--- src/sv/etps_pkg.sv ---
// Package for the event table priority select block: shared constants,
// command and status codes, and the controller-to-datapath command struct.
`timescale 1ns / 1ps
package etps_pkg;
	localparam int MaxEntries = 64;
	localparam int KindWidth  = 16;
	localparam int LineWidth  = 6;
	localparam int LevelsWidth = 64;
	localparam int KindPortWidth = 16;

	localparam logic [1:0] CMD_ADD    = 2'd0;
	localparam logic [1:0] CMD_REMOVE = 2'd1;
	localparam logic [1:0] CMD_WAIT   = 2'd2;

	localparam logic [1:0] ST_OK   = 2'd0;
	localparam logic [1:0] ST_ERR  = 2'd1;
	localparam logic [1:0] ST_NONE = 2'd2;

	// Commands from the controller to the datapath.
	typedef struct packed {
		logic load;     // capture the input beat
		logic search;   // register the match vectors
		logic commit;   // update list and result
	} dp_cmd_t;

	// Status from the datapath.
	typedef struct packed {
		logic dummy_ok;
	} dp_stat_t;
endpackage

--- src/sv/etps_ctrl.sv ---
// Controller state machine for the event table priority select block.
// Depends on etps_pkg for the command struct.
`timescale 1ns / 1ps
module etps_ctrl (
	input  logic              clk,
	input  logic              arst_n,
	input  logic              in_valid,
	output logic              in_ready,
	output logic              out_valid,
	input  logic              out_ready,
	output etps_pkg::dp_cmd_t cmd_o
);
	typedef enum logic [3:0] {
		IDLE   = 4'b0001,
		SEARCH = 4'b0010,
		COMMIT = 4'b0100,
		OUTPUT = 4'b1000
	} state_t;

	state_t state_q;

	// The result register frees once taken; a new beat may enter while it waits.
	logic out_busy;
	assign out_busy = out_valid && !out_ready;
	assign in_ready = (state_q == IDLE);

	always_comb begin
		cmd_o.load   = in_valid && in_ready;
		cmd_o.search = (state_q == SEARCH);
		cmd_o.commit = (state_q == COMMIT) && !out_busy;
	end

	always_ff @(posedge clk or negedge arst_n) begin
		if (!arst_n) begin
			state_q   <= IDLE;
			out_valid <= 1'b0;
		end else begin
			if (out_valid && out_ready) out_valid <= 1'b0;
			case (state_q)
				IDLE:    if (in_valid) state_q <= SEARCH;
				SEARCH:  state_q <= COMMIT;
				COMMIT: begin
					if (!out_busy) begin
						out_valid <= 1'b1;
						state_q   <= IDLE;
					end
				end
				default: state_q <= IDLE;
			endcase
		end
	end
endmodule

--- config.mk ---
export PLATFORM = sky130hd
export DESIGN_NAME = etps_ctrl
export DESIGN_NICKNAME = d
export VERILOG_FILES = /design/src/sv/etps_pkg.sv /design/src/sv/etps_ctrl.sv
export SDC_FILE = /design/constraint.sdc
export NUM_CORES = 1
export LEC_CHECK = 0
export BUFFER_PORTS_ARGS = -buffer_cell sky130_fd_sc_hd__buf_2
export CAP_MARGIN = 15
export CORE_AREA = 3 3 40 42
export CTS_CLUSTER_SIZE = 40
export DETAILED_ROUTE_END_ITERATION = 8
export DIE_AREA = 0 0 43 45
export PLACE_DENSITY = 0.38
export SETUP_SLACK_MARGIN = 0.4
export SYNTH_ARGS = -nofsm -noshare
export SYNTH_HDL_FRONTEND = slang
export SYNTH_SLANG_ARGS = --single-unit
--- constraint.sdc ---
create_clock -name clk -period 1.9 [get_ports clk]
set_clock_uncertainty 0.15 [all_clocks]
set_input_delay 0.38 -clock clk [delete_from_list [all_inputs] [get_ports clk]]
set_output_delay 0.38 -clock clk [all_outputs]
set_load 0.05 [all_outputs]
==> metrics.cfg <==
[timing]
fmax_mhz = 544
setup_tns_ps = 0
worst_hold_slack_ps = 222
setup_viol = 0
tightest_slew_ps = 178
rsz0062_at_grt = true
max_slew_margin = 0.881
fin_crit_sh = 0.967
drv_slew = 0
fin_crit_ps = 1840
hold_viol_final = 0

[floorplan]
chipHeight_um = 45
num_rows = 13
core_um2 = 1280
io_pins = 9
die_width_um = 43
die_area_um2 = 1940
start_util = 0.167

[drt]
firstDrtPassIters = 2
viasPerCell = 4.09
vias = 225
ant_nets = 0
wl_per_cell_um = 10.7
drt_iter0_drc = 1
routed_wl_um = 590
drc = 0

[run]
drv_cap = 0

[power_and_ir_drop]
p_sw_frac = 0.411
ir_drop_mv = 0.565
pwr-share-comb = 0.637
power.density_nw_per_um2 = 1620
clkPwrFrac = 0.159
switching_power_uw = 300
seq_power_share = 0.204
total_leakage_power_uw = 0.000207
p_int_uw = 430

[place]
dp_hpwl_um = 403
gp_congestion = 0.667
place_area_um2 = 322
place_inst = 43
portBuffers = 8

[finish]
synthToLayoutAreaGrowth_pct = 110
final_cell_area_um2 = 449
final_cells = 55
antenna_cells = 0
nNetsFinal = 45
drive_gt1_frac = 0.800
utilization = 0.350
fillers = 134

[grt]
grt_max_degree = 7
grt_pass1_wl_um = 1110
grt_pass1_vias = 277
antenna_found_initial = 0
grt_usage = 0.0828
grt_overflow = 0

[critical_path]
crit_type = reg2out
reg2reg_slack_ps = 460
worstSetupStartpointType = register
rr_startpoint = state_q[2]$_DFFE_PN0P_
critical_path_required_ps = 1370
end_kind = primary output
r2r-end = state_q[2]$_DFFE_PN0P_
path_max_fanout = 5
worstPathArrival_ps = 1310
r2r_cells = 5

[logic_synthesis]
syn_area_um2 = 214
synth_area_leaders = dfrtp_1 35%, and4bb_2 18%, dfstp_2 12%
synth_compound_area_frac = 0.158
synth_xor_area_frac = 0
synth-seq-cells = 4
synth_cell_type_count = 12
syn_avg_cell_area_um2 = 11.9
synth_top_family_by_area = simple AND/OR/NAND/NOR gates
synthSimpleGateAreaFrac = 0.316
syn_inst = 18
yosys-mux-area-fraction = 0
synth_nets = 22
yosys.area_share.adder = 0
yosysWarnings = 0
synth.largest_area_cell = dfrtp_1
synth.top_cell.area_share = 0.351
yosysSeqAreaShare = 0.474

[cts]
cts_buffer_depth = 2
clkTransAtPathRegs_ps = 40
clk-insertion-delay-late_ps = 240
numCtsBuffers = 3
cts_root_buffer = clkbuf_4
cts_tree = built
htree_levels = 1
clock_sinks = 4

[min_path]
holdCritStartpoint = out_ready
whs_path_depth = 2
holdPathEnd = out_valid$_DFF_PN0_
worst_hold_path_type = in2reg

[outcome]
status = complete, no violations

## cells in the mapped netlist
cell / number
or3b_1: 1
o21ai_0: 1
a211oi_2: 1
dfstp_2: 1
inv_1: 3
nor3b_1: 1
o21a_1: 1
nor3_1: 1
and2b_2: 1
a21oi_2: 1
and4bb_2: 3
dfrtp_1: 3
## power by group through the flow
stage | registers [uW] | logic, uW | clock network, uW
floorplan | 177 | 222 | 0
global placement | 158 | 318 | 0
detailed placement | 160 | 317 | 0
CTS | 155 | 428 | 124
global route | 154 | 493 | 130
finish | 148 | 465 | 116
## logic make-up (layout without fill, tap and decap cells)
logic type      after synthesis  in the layout
simple gates                  7              7
flops                         4              4
compound gates                4              4
buf+inv                       3             25
## registers in the layout (all words and copies together), names as in the netlist
name and flops:
state_q 3, out_valid 1
## worst max-delay path, stage by stage, from the launching register on
cell     delay, ps
dfstp_2        380
or3b_4         410
a21oi_4        120
buf_6          170
## worst max path at each step
| stage | startpoint | end | depth (start not counted) |
|---|---|---|---|
| detailed placement | state_q[2]$_DFFE_PN0P_ | cmd_o[0] | 3 |
| global placement | state_q[2]$_DFFE_PN0P_ | cmd_o[0] | 3 |
| CTS | state_q[1]$_DFFE_PN0P_ | cmd_o[0] | 3 |
| floorplan | state_q[1]$_DFFE_PN0P_ | cmd_o[0] | 2 |
| finish | state_q[0]$_DFFE_PN1P_ | cmd_o[0] | 3 |
| global route | state_q[0]$_DFFE_PN1P_ | cmd_o[0] | 3 |
## through the flow
stage | total power (uW) | setup slack [ps]
CTS | 706 | 43.2
global placement | 475 | 205
detailed placement | 477 | 198
floorplan | 398 | 229
finish | 729 | 62.7
global route | 776 | 9.15
## final cells by class
cell class | instances | area, um2 | share of cell area
Clock buffer | 4 | 26.3 | 0.0585
Inverter | 3 | 11.3 | 0.0251
Multi-Input combinational cell | 11 | 134 | 0.298
Sequential cell | 4 | 103 | 0.228
Tap cell | 15 | 18.8 | 0.0418
Timing Repair Buffer | 18 | 156 | 0.348
## layout by cell type, fill, tap and decap left out, drive strengths merged
cell type | synthesis | routed
buf | 0 | 16
clkbuf | 0 | 5
and4bb | 3 | 3
inv | 3 | 3
dfrtp | 3 | 3
nor3 | 1 | 1
nor3b | 1 | 1
or3b | 1 | 1
a21oi | 1 | 1
o21ai | 1 | 1
and2b | 1 | 1
o21a | 1 | 1
a211oi | 1 | 1
dlygate4sd3 | 0 | 1
dfstp | 1 | 1
## repair_timing
action	CTS	global route
endpoints found under the hold margin	4	0
resized for setup	12	1
setup buffers	5	2
pin swaps	4	4
setup endpoints to repair	4	6
hold buffers	1	0
## per-layer routing
metal	global-route usage	vias to the layer above	routed length, um
li1	-	109	-
met1	0.0782	108	228
met2	0.135	8	307
met3	0.0637	0	54
met4	0.0361	0	0
met5	0	-	0
(Power assumes the default switching activity.)
